File: src/design/csm_pkg.sv
// Shared types and constants for the contiguous sequence matcher.
// Used by csm_front, csm_queue, csm_back and the top level; depends on nothing.
package csm_pkg;

   localparam int PATTERN_DEPTH_DEFAULT = 16;
   localparam int VALUE_WIDTH           = 32;
   localparam int CMD_WIDTH             = 2;
   localparam int REQ_DATA_WIDTH        = 40;
   localparam int RSP_DATA_WIDTH        = 8;
   localparam int QUEUE_DEPTH           = 4;

   // Command codes as they arrive on the request stream.
   localparam logic [CMD_WIDTH-1:0] CMD_APPEND = 2'd0;
   localparam logic [CMD_WIDTH-1:0] CMD_TEXT   = 2'd1;
   localparam logic [CMD_WIDTH-1:0] CMD_CLEAR  = 2'd2;

   // Decoded operation kinds carried to the back end.
   typedef enum logic [1:0] {
      KIND_APPEND,
      KIND_TEXT,
      KIND_CLEAR
   } kind_type;

   typedef struct packed {
      kind_type                       kind;
      logic signed [VALUE_WIDTH-1:0]  value;
      logic                           last;
   } item_type;

   typedef struct packed {
      logic full;
      logic empty;
   } queue_status_type;

endpackage

File: src/design/csm_front.sv
// Front end of the matcher: accepts request beats, decodes the command and
// holds the decoded item until the queue takes it. Depends on csm_pkg.
module csm_front (
   input  logic                                  clock,
   input  logic                                  reset,
   input  logic                                  req_tvalid,
   output logic                                  req_tready,
   // [1:0] command, [33:2] value, [39:34] zero
   input  logic [csm_pkg::REQ_DATA_WIDTH-1:0]    req_tdata,
   input  logic                                  req_tlast,
   output logic                                  push_valid,
   output csm_pkg::item_type                     push_item,
   input  csm_pkg::queue_status_type             q_status
);

   logic                  stage_valid_ff;
   logic                  stage_valid_in;
   csm_pkg::item_type     stage_item_ff;
   csm_pkg::item_type     decoded;
   logic                  keep;
   logic                  accept;
   logic [csm_pkg::CMD_WIDTH-1:0] cmd;

   assign cmd = req_tdata[csm_pkg::CMD_WIDTH-1:0];

   // The unused command code is dropped here and never reaches the back end.
   always_comb begin
      decoded.value = req_tdata[csm_pkg::CMD_WIDTH +: csm_pkg::VALUE_WIDTH];
      decoded.last  = req_tlast;
      decoded.kind  = csm_pkg::KIND_TEXT;
      keep          = 1'b1;
      case (cmd)
         csm_pkg::CMD_APPEND: begin
            decoded.kind = csm_pkg::KIND_APPEND;
         end
         csm_pkg::CMD_TEXT: begin
            decoded.kind = csm_pkg::KIND_TEXT;
         end
         csm_pkg::CMD_CLEAR: begin
            decoded.kind = csm_pkg::KIND_CLEAR;
         end
         default: begin
            keep = 1'b0;
         end
      endcase
   end

   assign push_valid = stage_valid_ff;
   assign push_item  = stage_item_ff;
   assign req_tready = !stage_valid_ff || !q_status.full;
   assign accept     = req_tvalid && req_tready;

   always_comb begin
      if (accept) begin
         stage_valid_in = keep;
      end else if (stage_valid_ff && !q_status.full) begin
         stage_valid_in = 1'b0;
      end else begin
         stage_valid_in = stage_valid_ff;
      end
   end

   always_ff @(posedge clock) begin
      if (reset) begin
         stage_valid_ff <= 1'b0;
      end else begin
         stage_valid_ff <= stage_valid_in;
      end
      if (accept) begin
         stage_item_ff <= decoded;
      end
   end

endmodule

File: src/design/csm_queue.sv
// Short queue of decoded items between the front and back ends.
// Depends on csm_pkg for the item and status types.
module csm_queue (
   input  logic                        clock,
   input  logic                        reset,
   input  logic                        push,
   input  csm_pkg::item_type           push_item,
   input  logic                        pop,
   output csm_pkg::item_type           head_item,
   output csm_pkg::queue_status_type   q_status
);

   localparam int PW = $clog2(csm_pkg::QUEUE_DEPTH);
   localparam int CW = $clog2(csm_pkg::QUEUE_DEPTH + 1);

   csm_pkg::item_type  entry_ff [csm_pkg::QUEUE_DEPTH];
   logic [PW-1:0]      wr_ptr_ff, wr_ptr_in;
   logic [PW-1:0]      rd_ptr_ff, rd_ptr_in;
   logic [CW-1:0]      count_ff, count_in;
   logic               do_push;
   logic               do_pop;

   assign q_status.full  = (count_ff == CW'(csm_pkg::QUEUE_DEPTH));
   assign q_status.empty = (count_ff == '0);
   assign do_push        = push && !q_status.full;
   assign do_pop         = pop && !q_status.empty;
   assign head_item      = entry_ff[rd_ptr_ff];

   always_comb begin
      wr_ptr_in = do_push ? wr_ptr_ff + PW'(1) : wr_ptr_ff;
      rd_ptr_in = do_pop  ? rd_ptr_ff + PW'(1) : rd_ptr_ff;
      count_in  = count_ff;
      if (do_push && !do_pop) begin
         count_in = count_ff + CW'(1);
      end else if (do_pop && !do_push) begin
         count_in = count_ff - CW'(1);
      end
   end

   always_ff @(posedge clock) begin
      if (reset) begin
         wr_ptr_ff <= '0;
         rd_ptr_ff <= '0;
         count_ff  <= '0;
      end else begin
         wr_ptr_ff <= wr_ptr_in;
         rd_ptr_ff <= rd_ptr_in;
         count_ff  <= count_in;
      end
      if (do_push) begin
         entry_ff[wr_ptr_ff] <= push_item;
      end
   end

endmodule

File: src/design/csm_back.sv
// Back end of the matcher: pattern store, text window, lane compare stage,
// match accumulation and the result register. Depends on csm_pkg.
module csm_back #(
   parameter int PATTERN_DEPTH = csm_pkg::PATTERN_DEPTH_DEFAULT
) (
   input  logic                                  clock,
   input  logic                                  reset,
   input  csm_pkg::item_type                     head_item,
   input  csm_pkg::queue_status_type             q_status,
   output logic                                  pop,
   output logic                                  rsp_tvalid,
   input  logic                                  rsp_tready,
   // [0] found, [1] pattern_truncated, [7:2] zero
   output logic [csm_pkg::RSP_DATA_WIDTH-1:0]    rsp_tdata
);

   localparam int LW = $clog2(PATTERN_DEPTH + 1);
   localparam int VW = csm_pkg::VALUE_WIDTH;

   // The pattern is kept newest-first so that lane k always faces window
   // entry k, whatever the pattern length.
   logic signed [VW-1:0]     align_ff  [PATTERN_DEPTH];
   logic signed [VW-1:0]     window_ff [PATTERN_DEPTH];
   logic signed [VW-1:0]     window_in [PATTERN_DEPTH];
   logic [LW-1:0]            pat_len_ff, pat_len_in;
   logic                     pat_closed_ff, pat_closed_in;
   logic                     pat_ovf_ff, pat_ovf_in;
   logic [LW-1:0]            seen_ff, seen_in, seen_next;
   logic [LW-1:0]            len_base;
   logic                     ovf_base;
   logic                     shift_pattern;

   logic [PATTERN_DEPTH-1:0] lane_ok;
   logic                     s2_valid_ff, s2_valid_in;
   logic [PATTERN_DEPTH-1:0] s2_lane_ok_ff;
   logic                     s2_seen_ok_ff;
   logic                     s2_last_ff;
   logic                     s2_ovf_ff;
   logic                     s2_fire;
   logic                     s2_can_load;
   logic                     s2_hit;
   logic                     match_ff, match_in;

   logic                     rsp_valid_ff, rsp_valid_in;
   logic                     rsp_found_ff;
   logic                     rsp_trunc_ff;
   logic                     out_free;
   logic                     out_load;

   logic                     head_valid;
   logic                     is_append, is_text, is_clear;
   logic                     text_pop;

   assign head_valid = !q_status.empty;
   assign is_append  = head_item.kind == csm_pkg::KIND_APPEND;
   assign is_text    = head_item.kind == csm_pkg::KIND_TEXT;
   assign is_clear   = head_item.kind == csm_pkg::KIND_CLEAR;

   // Result side.
   assign out_free    = !rsp_valid_ff || rsp_tready;
   assign s2_fire     = s2_valid_ff && (!s2_last_ff || out_free);
   assign s2_can_load = !s2_valid_ff || s2_fire;
   assign out_load    = s2_fire && s2_last_ff;
   assign s2_hit      = s2_seen_ok_ff && (&s2_lane_ok_ff);

   // Pattern commands never wait on the compare stage.
   assign pop      = head_valid && (!is_text || s2_can_load);
   assign text_pop = pop && is_text;

   assign rsp_tvalid = rsp_valid_ff;
   assign rsp_tdata  = {{(csm_pkg::RSP_DATA_WIDTH - 2){1'b0}}, rsp_trunc_ff, rsp_found_ff};

   // Pattern bookkeeping.
   always_comb begin
      len_base      = pat_closed_ff ? '0 : pat_len_ff;
      ovf_base      = pat_closed_ff ? 1'b0 : pat_ovf_ff;
      pat_len_in    = pat_len_ff;
      pat_ovf_in    = pat_ovf_ff;
      pat_closed_in = pat_closed_ff;
      shift_pattern = 1'b0;
      if (pop && is_append) begin
         pat_closed_in = head_item.last;
         if (len_base < LW'(PATTERN_DEPTH)) begin
            shift_pattern = 1'b1;
            pat_len_in    = len_base + LW'(1);
            pat_ovf_in    = ovf_base;
         end else begin
            pat_len_in    = len_base;
            pat_ovf_in    = 1'b1;
         end
      end else if (pop && is_clear) begin
         pat_len_in    = '0;
         pat_ovf_in    = 1'b0;
         pat_closed_in = 1'b1;
      end else if (text_pop) begin
         pat_closed_in = 1'b1;
      end
   end

   // Window shift and per-lane compare against the pattern as it stands.
   always_comb begin
      window_in[0] = head_item.value;
      for (int k = 1; k < PATTERN_DEPTH; k++) begin
         window_in[k] = window_ff[k-1];
      end
      for (int k = 0; k < PATTERN_DEPTH; k++) begin
         lane_ok[k] = (LW'(k) >= pat_len_ff) || (window_in[k] == align_ff[k]);
      end
      seen_next = (seen_ff < LW'(PATTERN_DEPTH)) ? seen_ff + LW'(1) : seen_ff;
      seen_in   = seen_ff;
      if (text_pop) begin
         seen_in = head_item.last ? '0 : seen_next;
      end
   end

   always_comb begin
      s2_valid_in = s2_valid_ff;
      if (text_pop) begin
         s2_valid_in = 1'b1;
      end else if (s2_fire) begin
         s2_valid_in = 1'b0;
      end
      match_in = match_ff;
      if (s2_fire) begin
         match_in = s2_last_ff ? 1'b0 : (match_ff || s2_hit);
      end
      rsp_valid_in = rsp_valid_ff;
      if (out_load) begin
         rsp_valid_in = 1'b1;
      end else if (rsp_tready) begin
         rsp_valid_in = 1'b0;
      end
   end

   always_ff @(posedge clock) begin
      if (reset) begin
         pat_len_ff    <= '0;
         pat_closed_ff <= 1'b1;
         pat_ovf_ff    <= 1'b0;
         seen_ff       <= '0;
         s2_valid_ff   <= 1'b0;
         match_ff      <= 1'b0;
         rsp_valid_ff  <= 1'b0;
      end else begin
         pat_len_ff    <= pat_len_in;
         pat_closed_ff <= pat_closed_in;
         pat_ovf_ff    <= pat_ovf_in;
         seen_ff       <= seen_in;
         s2_valid_ff   <= s2_valid_in;
         match_ff      <= match_in;
         rsp_valid_ff  <= rsp_valid_in;
      end
   end

   // Payload registers; lanes at or beyond the seen count are never trusted.
   always_ff @(posedge clock) begin
      if (shift_pattern) begin
         align_ff[0] <= head_item.value;
         for (int k = 1; k < PATTERN_DEPTH; k++) begin
            align_ff[k] <= align_ff[k-1];
         end
      end
      if (text_pop) begin
         for (int k = 0; k < PATTERN_DEPTH; k++) begin
            window_ff[k] <= window_in[k];
         end
         s2_lane_ok_ff <= lane_ok;
         s2_seen_ok_ff <= seen_next >= pat_len_ff;
         s2_last_ff    <= head_item.last;
         s2_ovf_ff     <= pat_ovf_ff;
      end
      if (out_load) begin
         rsp_found_ff <= match_ff || s2_hit;
         rsp_trunc_ff <= s2_ovf_ff;
      end
   end

   a_len_bound: assert property (@(posedge clock) disable iff (reset)
      pat_len_ff <= LW'(PATTERN_DEPTH))
      else $error("pattern length beyond store depth");

   a_ovf_full: assert property (@(posedge clock) disable iff (reset)
      pat_ovf_ff |-> (pat_len_ff == LW'(PATTERN_DEPTH)))
      else $error("overflow flagged on a pattern that is not full");

   a_result_held: assert property (@(posedge clock) disable iff (reset)
      (s2_valid_ff && s2_last_ff && !out_free) |=> (s2_valid_ff && s2_last_ff))
      else $error("last text item left the compare stage while output stalled");

   a_match_cleared: assert property (@(posedge clock) disable iff (reset)
      out_load |=> !match_ff)
      else $error("match flag survived the end of a text");

endmodule

File: src/design/contiguous_sequence_matcher.sv
// Top level of the contiguous sequence matcher: joins front end, queue and
// back end. Depends on csm_pkg, csm_front, csm_queue and csm_back.
//
// Finds whether a loaded pattern of up to PATTERN_DEPTH signed 32-bit values
// occurs as a contiguous run in a streamed text. Each request beat carries a
// command (append pattern element, text element, clear pattern), a value and
// tlast. A text beat with tlast set produces one response beat with found and
// pattern_truncated; no other beat produces a response. While the response
// channel keeps up, the block sustains one beat per clock: every text element
// is checked against all pattern lanes in a single compare stage, and the match
// is folded in the stage after it. With nothing ahead of it, the last text beat
// passes the decode register, the queue, the compare stage and the result
// register before rsp_tvalid rises. A four-entry queue separates decoding from
// execution, so a stalled response channel stops the request side only once
// that queue has filled.
module contiguous_sequence_matcher #(
   parameter int PATTERN_DEPTH = csm_pkg::PATTERN_DEPTH_DEFAULT
) (
   input  logic                                  clock,
   input  logic                                  reset,
   input  logic                                  req_tvalid,
   output logic                                  req_tready,
   // [1:0] command, [33:2] value, [39:34] zero
   input  logic [csm_pkg::REQ_DATA_WIDTH-1:0]    req_tdata,
   input  logic                                  req_tlast,
   output logic                                  rsp_tvalid,
   input  logic                                  rsp_tready,
   // [0] found, [1] pattern_truncated, [7:2] zero
   output logic [csm_pkg::RSP_DATA_WIDTH-1:0]    rsp_tdata
);

   logic                        push_valid;
   csm_pkg::item_type           push_item;
   csm_pkg::item_type           head_item;
   csm_pkg::queue_status_type   q_status;
   logic                        pop;

   csm_front u_front (
      .clock      (clock),
      .reset      (reset),
      .req_tvalid (req_tvalid),
      .req_tready (req_tready),
      .req_tdata  (req_tdata),
      .req_tlast  (req_tlast),
      .push_valid (push_valid),
      .push_item  (push_item),
      .q_status   (q_status)
   );

   csm_queue u_queue (
      .clock     (clock),
      .reset     (reset),
      .push      (push_valid),
      .push_item (push_item),
      .pop       (pop),
      .head_item (head_item),
      .q_status  (q_status)
   );

   csm_back #(
      .PATTERN_DEPTH (PATTERN_DEPTH)
   ) u_back (
      .clock      (clock),
      .reset      (reset),
      .head_item  (head_item),
      .q_status   (q_status),
      .pop        (pop),
      .rsp_tvalid (rsp_tvalid),
      .rsp_tready (rsp_tready),
      .rsp_tdata  (rsp_tdata)
   );

endmodule
File: config.mk
export PLATFORM = sky130hd
export DESIGN_NAME = contiguous_sequence_matcher
export DESIGN_NICKNAME = d
export VERILOG_FILES = /design/src/design/csm_pkg.sv /design/src/design/csm_front.sv /design/src/design/csm_queue.sv /design/src/design/csm_back.sv /design/src/design/contiguous_sequence_matcher.sv
export SDC_FILE = /design/constraint.sdc
export NUM_CORES = 1
export LEC_CHECK = 0
export BUFFER_PORTS_ARGS = -buffer_cell sky130_fd_sc_hd__buf_2
export CORE_AREA = 2 2 194 387
export DETAILED_ROUTE_END_ITERATION = 10
export DIE_AREA = 0 0 196 389
export MAX_ROUTING_LAYER = met4
export PLACE_DENSITY_LB_ADDON = 0.05
export SLEW_MARGIN = 30
export SYNTH_ARGS = -nofsm -noshare
export SYNTH_HDL_FRONTEND = slang
export SYNTH_SLANG_ARGS = --single-unit
File: constraint.sdc
create_clock -name clock -period 30.5 [get_ports clock]
set_clock_uncertainty 0.15 [all_clocks]
set_input_delay 1.525 -clock clock [delete_from_list [all_inputs] [get_ports clock]]
set_output_delay 1.525 -clock clock [all_outputs]
set_load 0.05 [all_outputs]
==> results.cfg <==
[placement]
routabilityCongestion = 0.807
dp_hpwl_microns = 59800
place_ws_ps = 24630
portBuffers = 42

[final_layout]
n_antenna_cell = 0
most-common-layout-cells = edfxtp_1, xor2_1, nor4_1
final_common_cell = edfxtp_1
nNetsFinal = 2312
drive_gt1_share_pct = 10.5
area_growth_syn_to_layout_pct = 11.0

[floorplanning]
std_cell_rows = 141
core_area_sq_um = 73400
initial_utilization_pct = 59.5
boundaryPins = 55
die_h_microns = 389
die_area_sq_um = 76200
fp.dieW_microns = 196

[global_routing]
antenna_found_initial = 6
globalRouteOverflowTotal = 0
grt_max_degree = 180
first_global_vias = 18900
grt_pass1_wl_microns = 124000
gr-usage-all-layers_pct = 23.9

[logic_synthesis]
synth_async_sr_flop_share_pct = 0
synth_compound_area_share_pct = 0.790
synth_edf_count = 1188
yosys.area_share.simple_pct = 3.25
postSynthAreaPerCell_sq_um = 20.6
ys_ff_latch = 1213
yosysSeqAreaShare_pct = 82.8
synthXorXnorAreaFrac_pct = 10.4
synthFlopType = edfxtp_1
syn_inst = 2117
yosysUniqueCellTypes = 47
synth_fa_ha_area_share_pct = 0.389
synth_mux_area_share_pct = 1.89
synth_top_family_by_area = XOR/XNOR gates
ys_warn_count = 0
netlist_area_sq_um = 43700

[sta]
tightestPinTransition_ps = 1020
min_period_ps = 5460
hold_slack_ps = 283
hold_violations = 0
slew_headroom_pct = 31.9
fmax_ghz = 0.183
finalSetupViolations = 0
rsz0062_at_grt = false
fin_ws_ps = 25040
finalSetupTns_ps = 0
layout_worst_path_cycle_share_pct = 17.9
slew_viol_final = 0

[flow_run]
cap_violations = 0

[worst_hold_path]
hold_end = u_back.s2_ovf_ff
hold_class = flip-flop to flip-flop
hp-start = u_back.pat_ovf_ff
hold_depth = 0

[pwr]
p_leak_nw = 15.8
peakVddDrop_mv = 0.0674
fin_total_pwr_mw = 4.72
powerDensity_nw_per_um2 = 97.3

[clock_network]
ctsHoldBuffers = 0
cts_resized = 0
cts_max_level = 3
cts-root-buf = clkbuf_16
cts_tree = built
clkSinkCount = 1213
insertion_delay_ps = 690
post_cts_buffers = 0
cts.clk_slew.worst_paths_ps = 70
clockBufferDepth = 3
cts_buffers = 99

[routing]
drt-total-wl_microns = 87400
wl_per_cell_microns = 26.8
ant_nets = 0
drc = 0
drtIter0Drc = 1794
drt_first_pass_iters = 6
vias = 18900
viasPerCell = 5.79

[setup_path]
crit_required_ps = 30650
crit_path_end_kind = flip-flop
regToRegSetupSlack_ps = 25040
start_kind = flip-flop
crit_arrival_ps = 5600
path_class = flip-flop to flip-flop
crit_fanout = 173
r2r-end = u_back.align_ff[1][253]
reg2reg_depth = 7

[status]
status = finished, final reports clean
## per-stage QoR
stage / util [%] / cells / instance area, sq um
final: 66.1 / 3264 / 48500
after global routing: 66.1 / 3264 / 48500
after detailed placement: 61.5 / 3081 / 45100
after floorplan: - / 2122 / 43700
after CTS: 66.0 / 3263 / 48500
after global placement: 61.4 / 3081 / 45100
## state kept, by name, summed over array words and instances, names as in the netlist, 3 cells and up, named ones only
name and flops:
u_queue.count_ff 3, u_back.window_ff 480, u_back.s2_lane_ok_ff 16, u_back.seen_ff 5
u_back.align_ff 512, u_front.push_item 35, u_back.pat_len_ff 5, u_queue.entry_ff 140
## worst max-delay path by stage
stage | slack [ps] | to | startpoint | cells past startpoint
final | 25040 | u_back.align_ff[1][253] | flip-flop | 7
after global routing | 24650 | u_back.align_ff[1][221] | flip-flop | 7
after CTS | 24650 | u_back.align_ff[1][221] | flip-flop | 7
after detailed placement | 24630 | u_back.align_ff[1][221] | flip-flop | 7
after global placement | 24400 | u_back.align_ff[1][173] | flip-flop | 7
after floorplan | 16650 | u_back.align_ff[0][0] | flip-flop | 4
## power by group
group	total [mW]	switching [mW]	leakage (nW)	internal [mW]
clock	1.32	0.572	1.63	0.746
sequential	2.70	0.276	11.1	2.42
combinational	0.705	0.493	3.10	0.212
total	4.72	1.34	15.8	3.38
## routing by layer
layer,GRT usage [%],vias up,share of wire (%),wire length (microns)
met5,-,-,0,0
met4,7.78,0,2.4,2130
met3,4.67,107,6.7,5860
met2,36.3,552,49,42400
met1,33.3,9787,42,37000
li1,-,8453,-,-
## final cells by class
class	instances	area (sq um)
Fill cell	4891	24900
Inverter	10	45.0
Timing Repair Buffer	55	377
Tap cell	929	1160
Clock buffer	120	2600
Clock inverter	62	752
Sequential cell	1213	36200
Multi-Input combinational cell	875	7380
## Yosys cell counts, drive strengths merged (3+ instances only)
cell | n | area share (%)
xnor2 | 36 | 0.72
inv | 10 | 0.086
nand4 | 42 | 0.60
nor2b | 4 | 0.057
buf | 14 | 0.27
nor3 | 7 | 0.080
clkbuf | 10 | 0.086
dfxtp | 25 | 1.1
o21ai | 21 | 0.24
nor2 | 22 | 0.19
mux4 | 35 | 1.8
nand2 | 16 | 0.14
and2 | 7 | 0.10
nor4 | 122 | 1.7
xor2 | 485 | 9.7
a21o | 5 | 0.086
a21oi | 15 | 0.17
nand2b | 6 | 0.086
nand4b | 3 | 0.094
nor3b | 4 | 0.069
o22ai | 5 | 0.072
edfxtp | 1188 | 82
ha | 12 | 0.34
## critical path, stage by stage (launching register included)
cell	delay [ps]
dfxtp_2	320
buf_4	560
mux4_2	690
nor3_1	280
and2_4	780
buf_6	680
buf_6	640
buf_12	730
## logic make-up (layout without fill, tap and decap cells)
group                    count (synthesis)  after routing
adder cells (fa/ha/maj)                 13             13
buffers and inverters                   34            247
AND/OR/NAND/NOR                        239            239
flip-flops                            1213           1213
AO/OA/AOI/OAI                           58             58
XOR/XNOR                               521            521
other                                    1              6
multiplexers                            38             38
Power figures use the tool's default switching activity.
